File: src/sv/vrt_pkg.sv
// Shared types and constants for the volume rotation core.
// No dependencies; used by every other file of the block except vrt_ram.
package vrt_pkg;

    localparam int REG_W     = 54;  // width of one packed coefficient row
    localparam int SIZE_W    = 7;   // width of a size register
    localparam int COORD_W   = 6;   // width of one request coordinate
    localparam int CFG_IDX_W = 3;   // width of the register index
    localparam int NB        = 8;   // neighbors of one interpolation point
    localparam int SXY_W     = 2 * SIZE_W;
    localparam int LIN_W     = 21;  // linear voxel index before trimming

    // The two request kinds on tuser.
    localparam logic CMD_LOAD    = 1'b0;
    localparam logic CMD_COMPUTE = 1'b1;

    typedef enum logic [CFG_IDX_W-1:0] {
        CFG_ROW_X  = 3'd0,
        CFG_ROW_Y  = 3'd1,
        CFG_ROW_Z  = 3'd2,
        CFG_SIZE_X = 3'd3,
        CFG_SIZE_Y = 3'd4,
        CFG_SIZE_Z = 3'd5,
        CFG_COPY   = 3'd6
    } cfg_reg_t;

    // Control bits that travel with a request behind the address stage.
    typedef struct packed {
        logic          is_compute;
        logic          force_zero;
        logic          do_write;
        logic [NB-1:0] nb_ok;      // neighbor is inside the volume and used in the blend
    } item_ctrl_t;

endpackage

File: src/sv/vrt_xform.sv
// Coordinate pipeline: centering, rotation, bounds checks and base voxel index.
// Depends on vrt_pkg.
module vrt_xform #(
    parameter int SAMPLE_BITS    = 16,
    parameter int COEF_FRAC_BITS = 16
) (
    input  logic                                aclk,
    input  logic                                aresetn,
    input  logic                                in_valid,
    output logic                                in_ready,
    input  logic                                in_cmd,
    input  logic signed [SAMPLE_BITS-1:0]       in_sample,
    input  logic [vrt_pkg::COORD_W-1:0]         in_x,
    input  logic [vrt_pkg::COORD_W-1:0]         in_y,
    input  logic [vrt_pkg::COORD_W-1:0]         in_z,
    input  logic [vrt_pkg::REG_W-1:0]           row_x,
    input  logic [vrt_pkg::REG_W-1:0]           row_y,
    input  logic [vrt_pkg::REG_W-1:0]           row_z,
    input  logic [vrt_pkg::SIZE_W-1:0]          sx,
    input  logic [vrt_pkg::SIZE_W-1:0]          sy,
    input  logic [vrt_pkg::SIZE_W-1:0]          sz,
    input  logic [vrt_pkg::SXY_W-1:0]           sxy,
    input  logic                                copy_mode,
    output logic                                out_valid,
    input  logic                                out_ready,
    output logic [vrt_pkg::LIN_W-1:0]           out_base,
    output logic [COEF_FRAC_BITS:0]             out_fr_x,
    output logic [COEF_FRAC_BITS:0]             out_fr_y,
    output logic [COEF_FRAC_BITS:0]             out_fr_z,
    output vrt_pkg::item_ctrl_t                 out_ctrl,
    output logic signed [SAMPLE_BITS-1:0]       out_sample
);

    localparam int CB   = COEF_FRAC_BITS + 2;
    localparam int PF   = COEF_FRAC_BITS + 1;
    localparam int PR_W = CB + 9;
    localparam int P_W  = CB + 11;
    localparam int SW   = vrt_pkg::SIZE_W;
    localparam int LW   = vrt_pkg::LIN_W;

    logic en0, en1, en2, en3;

    // Stage 0: captured request.
    logic                             v0_reg, cmd0_reg;
    logic signed [SAMPLE_BITS-1:0]    smp0_reg;
    logic [vrt_pkg::COORD_W-1:0]      c0_reg [3];

    // Stage 1: coefficient products.
    logic                             v1_reg, cmd1_reg, inv1_reg;
    logic signed [SAMPLE_BITS-1:0]    smp1_reg;
    logic [vrt_pkg::COORD_W-1:0]      c1_reg [3];
    logic signed [PR_W-1:0]           prod1_reg [3][3];

    // Stage 2: source point split into integer and fraction.
    logic                             v2_reg, cmd2_reg, zero2_reg, wr2_reg, copy2_reg;
    logic signed [SAMPLE_BITS-1:0]    smp2_reg;
    logic [SW-1:0]                    ip2_reg [3];
    logic [PF-1:0]                    fr2_reg [3];

    // Stage 3: base index and neighbor flags.
    logic                             v3_reg;
    logic [LW-1:0]                    base3_reg;
    logic [PF-1:0]                    fr3_reg [3];
    vrt_pkg::item_ctrl_t              ctrl3_reg;
    logic signed [SAMPLE_BITS-1:0]    smp3_reg;

    logic [SW-1:0]                    size_a [3];
    logic [vrt_pkg::REG_W-1:0]        rows [3];
    logic [3*CB-1:0]                  cvec [3];
    logic signed [8:0]                cen [3];
    logic                             inv_a;
    logic signed [P_W-1:0]            p_b [3];
    logic signed [P_W-1:0]            lim_b [3];
    logic                             oob_b;
    logic [LW-1:0]                    base_c;
    logic [2:0]                       up_ok_c;
    vrt_pkg::item_ctrl_t              ctrl_next;

    assign size_a = '{sx, sy, sz};
    assign rows   = '{row_x, row_y, row_z};

    assign en3      = !v3_reg || out_ready;
    assign en2      = !v2_reg || en3;
    assign en1      = !v1_reg || en2;
    assign en0      = !v0_reg || en1;
    assign in_ready = en0;

    // Centered coordinates in half units: 2c - s.
    always_comb begin
        for (int a = 0; a < 3; a++) begin
            cen[a]  = $signed({2'b00, c0_reg[a], 1'b0}) - $signed({2'b00, size_a[a]});
            cvec[a] = (3*CB)'(rows[a]);
        end
        inv_a = ({1'b0, c0_reg[0]} < sx) && ({1'b0, c0_reg[1]} < sy)
             && ({1'b0, c0_reg[2]} < sz);
    end

    // Rotated point with PF fraction bits and its legal range.
    always_comb begin
        oob_b = 1'b0;
        for (int a = 0; a < 3; a++) begin
            p_b[a] = $signed({{(P_W-SW-COEF_FRAC_BITS){1'b0}}, size_a[a],
                              {COEF_FRAC_BITS{1'b0}}})
                   + P_W'(prod1_reg[a][0]) + P_W'(prod1_reg[a][1])
                   + P_W'(prod1_reg[a][2]);
            lim_b[a] = $signed({{(P_W-SW-PF){1'b0}}, size_a[a] - SW'(1), {PF{1'b0}}});
            if (p_b[a][P_W-1] || (p_b[a] > lim_b[a])) begin
                oob_b = 1'b1;
            end
        end
    end

    // Base index and whether the upper neighbor along each axis exists.
    always_comb begin
        base_c = LW'(ip2_reg[0]) + LW'(ip2_reg[1]) * LW'(sx)
               + LW'(ip2_reg[2]) * LW'(sxy);
        up_ok_c[0] = (LW'(ip2_reg[0]) + LW'(1)) < LW'(sx);
        up_ok_c[1] = (LW'(ip2_reg[1]) + LW'(1)) < LW'(sy);
        up_ok_c[2] = (LW'(ip2_reg[2]) + LW'(1)) < LW'(sz);
        ctrl_next.is_compute = cmd2_reg;
        ctrl_next.force_zero = zero2_reg;
        ctrl_next.do_write   = wr2_reg;
        for (int n = 0; n < vrt_pkg::NB; n++) begin
            ctrl_next.nb_ok[n] = (n == 0) ||
                (!copy2_reg && cmd2_reg
                 && (!n[0] || up_ok_c[0]) && (!n[1] || up_ok_c[1])
                 && (!n[2] || up_ok_c[2]));
        end
    end

    always_ff @(posedge aclk) begin
        if (!aresetn) begin
            v0_reg <= 1'b0;
            v1_reg <= 1'b0;
            v2_reg <= 1'b0;
            v3_reg <= 1'b0;
        end else begin
            if (en0) v0_reg <= in_valid;
            if (en1) v1_reg <= v0_reg;
            if (en2) v2_reg <= v1_reg;
            if (en3) v3_reg <= v2_reg;
        end
    end

    always_ff @(posedge aclk) begin
        if (en0 && in_valid) begin
            cmd0_reg  <= in_cmd;
            smp0_reg  <= in_sample;
            c0_reg[0] <= in_x;
            c0_reg[1] <= in_y;
            c0_reg[2] <= in_z;
        end
        if (en1) begin
            cmd1_reg <= cmd0_reg;
            smp1_reg <= smp0_reg;
            inv1_reg <= inv_a;
            c1_reg   <= c0_reg;
            for (int a = 0; a < 3; a++) begin
                for (int j = 0; j < 3; j++) begin
                    prod1_reg[a][j] <= PR_W'($signed(cvec[a][j*CB +: CB]) * cen[j]);
                end
            end
        end
        if (en2) begin
            cmd2_reg  <= cmd1_reg;
            smp2_reg  <= smp1_reg;
            copy2_reg <= copy_mode;
            wr2_reg   <= (cmd1_reg == vrt_pkg::CMD_LOAD) && inv1_reg;
            // Loads and copies address the request coordinate itself.
            if ((cmd1_reg == vrt_pkg::CMD_LOAD) || copy_mode) begin
                zero2_reg <= !inv1_reg;
                for (int a = 0; a < 3; a++) begin
                    ip2_reg[a] <= {1'b0, c1_reg[a]};
                    fr2_reg[a] <= '0;
                end
            end else begin
                zero2_reg <= !inv1_reg || oob_b;
                for (int a = 0; a < 3; a++) begin
                    ip2_reg[a] <= p_b[a][PF +: SW];
                    fr2_reg[a] <= p_b[a][PF-1:0];
                end
            end
        end
        if (en3) begin
            base3_reg <= base_c;
            fr3_reg   <= fr2_reg;
            ctrl3_reg <= ctrl_next;
            smp3_reg  <= smp2_reg;
        end
    end

    assign out_valid  = v3_reg;
    assign out_base   = base3_reg;
    assign out_fr_x   = fr3_reg[0];
    assign out_fr_y   = fr3_reg[1];
    assign out_fr_z   = fr3_reg[2];
    assign out_ctrl   = ctrl3_reg;
    assign out_sample = smp3_reg;

endmodule

File: config.mk
export PLATFORM = sky130hd
export DESIGN_NAME = vrt_xform
export DESIGN_NICKNAME = d
export VERILOG_FILES = /design/src/sv/vrt_pkg.sv /design/src/sv/vrt_xform.sv
export SDC_FILE = /design/constraint.sdc
export NUM_CORES = 2
export LEC_CHECK = 0
export BUFFER_PORTS_ARGS = -buffer_cell sky130_fd_sc_hd__buf_2
export CORE_UTILIZATION = 50
export CTS_CLUSTER_SIZE = 25
export DETAILED_ROUTE_END_ITERATION = 7
export GPL_ROUTABILITY_DRIVEN = 0
export PLACE_DENSITY = 0.65
export SLEW_MARGIN = 20
export SYNTH_ARGS = -nofsm -noshare
export SYNTH_HDL_FRONTEND = slang
export SYNTH_SLANG_ARGS = --single-unit
File: constraint.sdc
create_clock -name aclk -period 8.8 [get_ports aclk]
set_clock_uncertainty 0.1 [all_clocks]
set_input_delay 0 -clock aclk [delete_from_list [all_inputs] [get_ports aclk]]
set_output_delay 0 -clock aclk [all_outputs]
set_load 0.02 [all_outputs]
Word-level counts from Yosys, hierarchy flattened
Memory sizes are Yosys's and may differ from the RTL's.
Index checks and enable logic that the tools add are counted.
Word-level totals
  bits in registers: 244
  memory bits (writable): 264
  input bits: 237
  logic and storage cells: 120
  memories: 2
Cells by class
  $add $sub $neg: 20
  multipliers: 11
  order comparisons: 9
  multiplexer cells: 15
  bitwise gates (word level): 4
  reduce and logical (&&, ||, !) cells: 27
Memories
  prod1_reg: words 3, bits a word 81, read ports 3, clocked after Yosys merged registers in 0, wr ports 3, line vrt_xform.sv:52  | logic signed [PR_W-1:0] prod1_reg [3][3];
  ip2_reg: words 3, bits a word 7, read ports 3, clocked after Yosys merged registers in 0, wr ports 3, line vrt_xform.sv:57  | logic [SW-1:0] ip2_reg [3];
Operators by type and width (count)
  18-bit by 8-bit multiplier with 26-bit output: 9
  28-bit by 27-bit adder with 29-bit output: 3
  29-bit by 27-bit adder with 29-bit output: 3
  29-bit by 25-bit > comparator with 1-bit output: 3
  24-bit by 27-bit adder with 28-bit output: 3
  7-bit by 1-bit adder with 8-bit output, second input constant: 3
  8-bit by 7-bit < comparator with 1-bit output: 3
  7-bit by 7-bit subtractor with 8-bit output: 3
  15-bit by 21-bit adder with 21-bit output: 1
  6-bit by 7-bit < comparator with 1-bit output: 3
  7-bit by 14-bit multiplier with 21-bit output: 1
  7-bit two-way mux: 3
  7-bit by 1-bit subtractor with 7-bit output, second input constant: 3
  7-bit by 14-bit adder with 15-bit output: 1
  7-bit by 7-bit multiplier with 14-bit output: 1
  1-bit logical AND: 12
  1-bit two-way mux: 12
  1-bit logical OR: 9
  1-bit zero test: 6
  1-bit OR: 3
  1-bit NOT: 1

Longest topological paths before layout
An unclocked memory read counts as a cell.
  depth after elaboration: 11
  mapped depth: 31

Least setup slack after synthesis
No wires, ideal clock.
  kind: register to register
  from: reg c0_reg[1] (netlist name)
  to: mem prod1_reg[2][26] (netlist name), data pin
  library setup time: 0.259 ns
  arrival time: 6.543 ns
  required time: 8.441 ns
  path slack: 1.897 ns
  stages on the path, launching flop included: 31
  path through: edfxtp_1 -> ha_1 -> inv_1 -> o21bai_1 -> a21o_1 -> a21o_1 -> a21o_1 -> a21o_1 -> clkbuf_1 -> clkbuf_1 -> inv_1 -> fa_1 -> inv_1 -> fa_1 -> inv_1 -> fa_1 -> inv_1 -> fa_1 -> inv_1 -> ha_1 -> o21ai_0 -> o21a_1 -> o21ai_1 -> a41oi_1 -> a211o_1 -> o21ai_1 -> o41ai_1 -> nor2_1 -> a2111oi_0 -> a21oi_1 -> xnor2_1
RTL lines
  start, declared: line vrt_xform.sv:46  | logic [vrt_pkg::COORD_W-1:0] c0_reg [3];
  end, declared: line vrt_xform.sv:52

==> results.sh <==
export IMPL_outcome="finished, final reports clean"
export IMPL_area_growth_pct=9.50
export IMPL_drtPass1Iterations=6
export IMPL_wirelength_mm=199
export IMPL_hpwl_mm=163
export IMPL_io_pins=338
export IMPL_synth_most_common_cell="inv_1"
export IMPL_stdcell_area_um2=84000
export IMPL_critPathLaunchType="flop"
export IMPL_initial_utilization_pct=50.4
export IMPL_place_port_buffers=336
export IMPL_drv_slew=0
export IMPL_slew_headroom_pct=21.8
export IMPL_cp_num_buf_inv=6
export IMPL_path_depth=27
export IMPL_synth_edf_count=495
export IMPL_root_buffer="clkbuf_16"
export IMPL_worstSetupEndpointType="flop"
export IMPL_yosysTopAreaCell="fa_1"
export IMPL_synthArstFlopShare_pct=0
export IMPL_htreeDepth=2
export IMPL_max_freq_mhz=125
export IMPL_dieArea_um2=155000
export IMPL_antenna_left=0
export IMPL_synth_seq_cells=499
export IMPL_timing_final_crit_share_pct=91.1
export IMPL_drive_above_1_share_pct=7.05
export IMPL_clk_pin_slew_ns=0.07
export IMPL_min_period_ns=8.02
export IMPL_slowest_delay_ns=0.59
export IMPL_synth_nets=10000
export IMPL_groute_usage_overall_pct=26.4
export IMPL_crit_arrival_ns=8.38
export IMPL_synth_top_area_share_pct=32.7
export IMPL_crit_type="reg2reg"
export IMPL_grt_overflow=0
export IMPL_max_cap_viol_count=0
export IMPL_holdCritPathClass="in2reg"
export IMPL_hold_viol=0
export IMPL_cts_buffer_depth=3
export IMPL_ys_flop_type="edfxtp_1"
export IMPL_ys_types=89
export IMPL_grt_setup_unrepaired="no"
export IMPL_synth_commonest_cells="inv_1 (1950), fa_1 (1254), and2_1 (1055)"
export IMPL_reg2reg_depth=27
export IMPL_ys_top_cells_by_area="fa_1 (33%), edfxtp_1 (19%), ha_1 (12%)"
export IMPL_setup_viol=0
export IMPL_critPathMaxFanout=35
export IMPL_cts_sinks=499
export IMPL_dpl_instance_area_um2=80900
export IMPL_finalSetupTns_ns=0
export IMPL_die_w_um=394
export IMPL_viasPerCell=5.22
export IMPL_row_count=143
export IMPL_netlist_area_um2=76700
export IMPL_grt_pass1_vias=56800
export IMPL_drc=0
export IMPL_largest_register_ffs=234
export IMPL_cts_made_buffers=58
export IMPL_crit_required_ns=9.16
export IMPL_cp_common_cell="inv_1"
export IMPL_holdPathStages=3
export IMPL_via_count=53700
export IMPL_drtIter0Drc=3655
export IMPL_syn_avg_cell_area_um2=9.82
export IMPL_yosysSeqAreaShare_pct=19.5
export IMPL_antenna_found_initial=25
export IMPL_clock_latency_ns=0.71
export IMPL_synth_warning_count=0
export IMPL_grt_pass1_wl_mm=318
export IMPL_worst_slew_pin_slew_ns=1.17
export IMPL_die_h_um=394
export IMPL_wire_per_inst_um=19.4
export IMPL_cts_tree="built"
export IMPL_slowest_stage="a2111oi_0"
export IMPL_synth_cells=7805
export IMPL_crit_family="compound AO/OA/AOI/OAI gates"
export IMPL_fin_nets=10400
export IMPL_grt_start_max_net_pins=165
export IMPL_coreArea_um2=152000
## cell type report
| cell class | instances | area, um^2 |
|---|---|---|
| Antenna cell | 19 | 47.5 |
| Clock buffer | 65 | 1480 |
| Clock inverter | 41 | 564 |
| Fill cell | 13700 | 68100 |
| Inverter | 1950 | 7330 |
| Multi-Input combinational cell | 5196 | 54100 |
| Sequential cell | 499 | 14900 |
| Tap cell | 2030 | 2540 |
| Timing Repair Buffer | 475 | 2990 |
## worst reg2reg max path, stage by stage, from the launching register on
cell	delay [ns]
edfxtp_1	0.43
ha_1	0.42
inv_1	0.06
o21ai_0	0.52
a21oi_1	0.15
o21ai_0	0.52
a21o_1	0.21
a21o_1	0.19
buf_4	0.43
or2_2	0.24
fa_1	0.43
fa_1	0.50
inv_1	0.05
fa_1	0.47
inv_1	0.05
fa_1	0.47
inv_1	0.05
ha_1	0.31
inv_1	0.07
o21ai_1	0.08
a2111oi_0	0.59
o31ai_1	0.25
o41ai_1	0.38
o21ai_1	0.16
o21a_1	0.23
a21o_1	0.18
a21oi_1	0.16
xnor2_1	0.08
## repair_timing
item / CTS / global route
endpoints found under the hold margin: 83 / 0
hold buffers: 93 / 0
gates resized for setup: 0 / 0
buffers inserted: 0 / 0
## kinds of logic after synthesis
family / synth area share [%]
DFF: 19.5
other: 0.00489
xor gates and xnor gates: 3.64
and+or+nand+nor: 15.8
AOI/OAI and AO/OA: 5.58
buffers and inverters: 10.3
muxes: 0.302
adders and majority gates: 44.9
## through the flow
step | utilization, % | std cells | worst slack (ns) | hold WS [ns]
floorplan | - | 7805 | 1.90 | -0.00113
global placement | 53.2 | 10100 | 0.929 | 0.0783
detailed placement | 53.2 | 10100 | 0.778 | 0.0781
CTS | 55.1 | 10300 | 0.810 | 0.0147
global route | 55.2 | 10300 | 0.242 | 0.0291
finish | 55.2 | 10300 | 0.784 | 0.0508
## routing by layer
layer / GRT usage (%) / part of all wire [%]
met2: 44.7 / 48
met4: 8.85 / 3.6
met5: 0 / 0.0050
met3: 2.85 / 6.6
met1: 35.4 / 42
## layout by cell type (no fill, tap or decap), types with 50 or more instances in the layout
master / count
and2_1: 1055
buf_2: 336
nor2_1: 327
o21a_1: 50
xor2_1: 67
nand2_1: 296
inv_1: 1948
ha_1: 743
a21oi_1: 180
fa_1: 1252
a21o_1: 67
xnor2_1: 237
edfxtp_1: 495
nand3_1: 85
o21ai_0: 131
nor3_1: 103
dlygate4sd3_1: 93
nor2b_1: 111
clkbuf_16: 58
## worst paths after layout
path                            startpoint                to  slack (ns)
worst min-delay path                 sz[0]   prod1_reg[0][0]        0.05
worst max register to register   c0_reg[7]  prod1_reg[0][53]        0.78
worst min register to register  fr2_reg[2]       out_fr_z[2]        0.31
worst max-delay path             c0_reg[7]  prod1_reg[0][53]        0.78
Power is left out: the tool's default activity adds up to more than one toggle a clock period on the data nets, which glitch-free logic cannot reach.
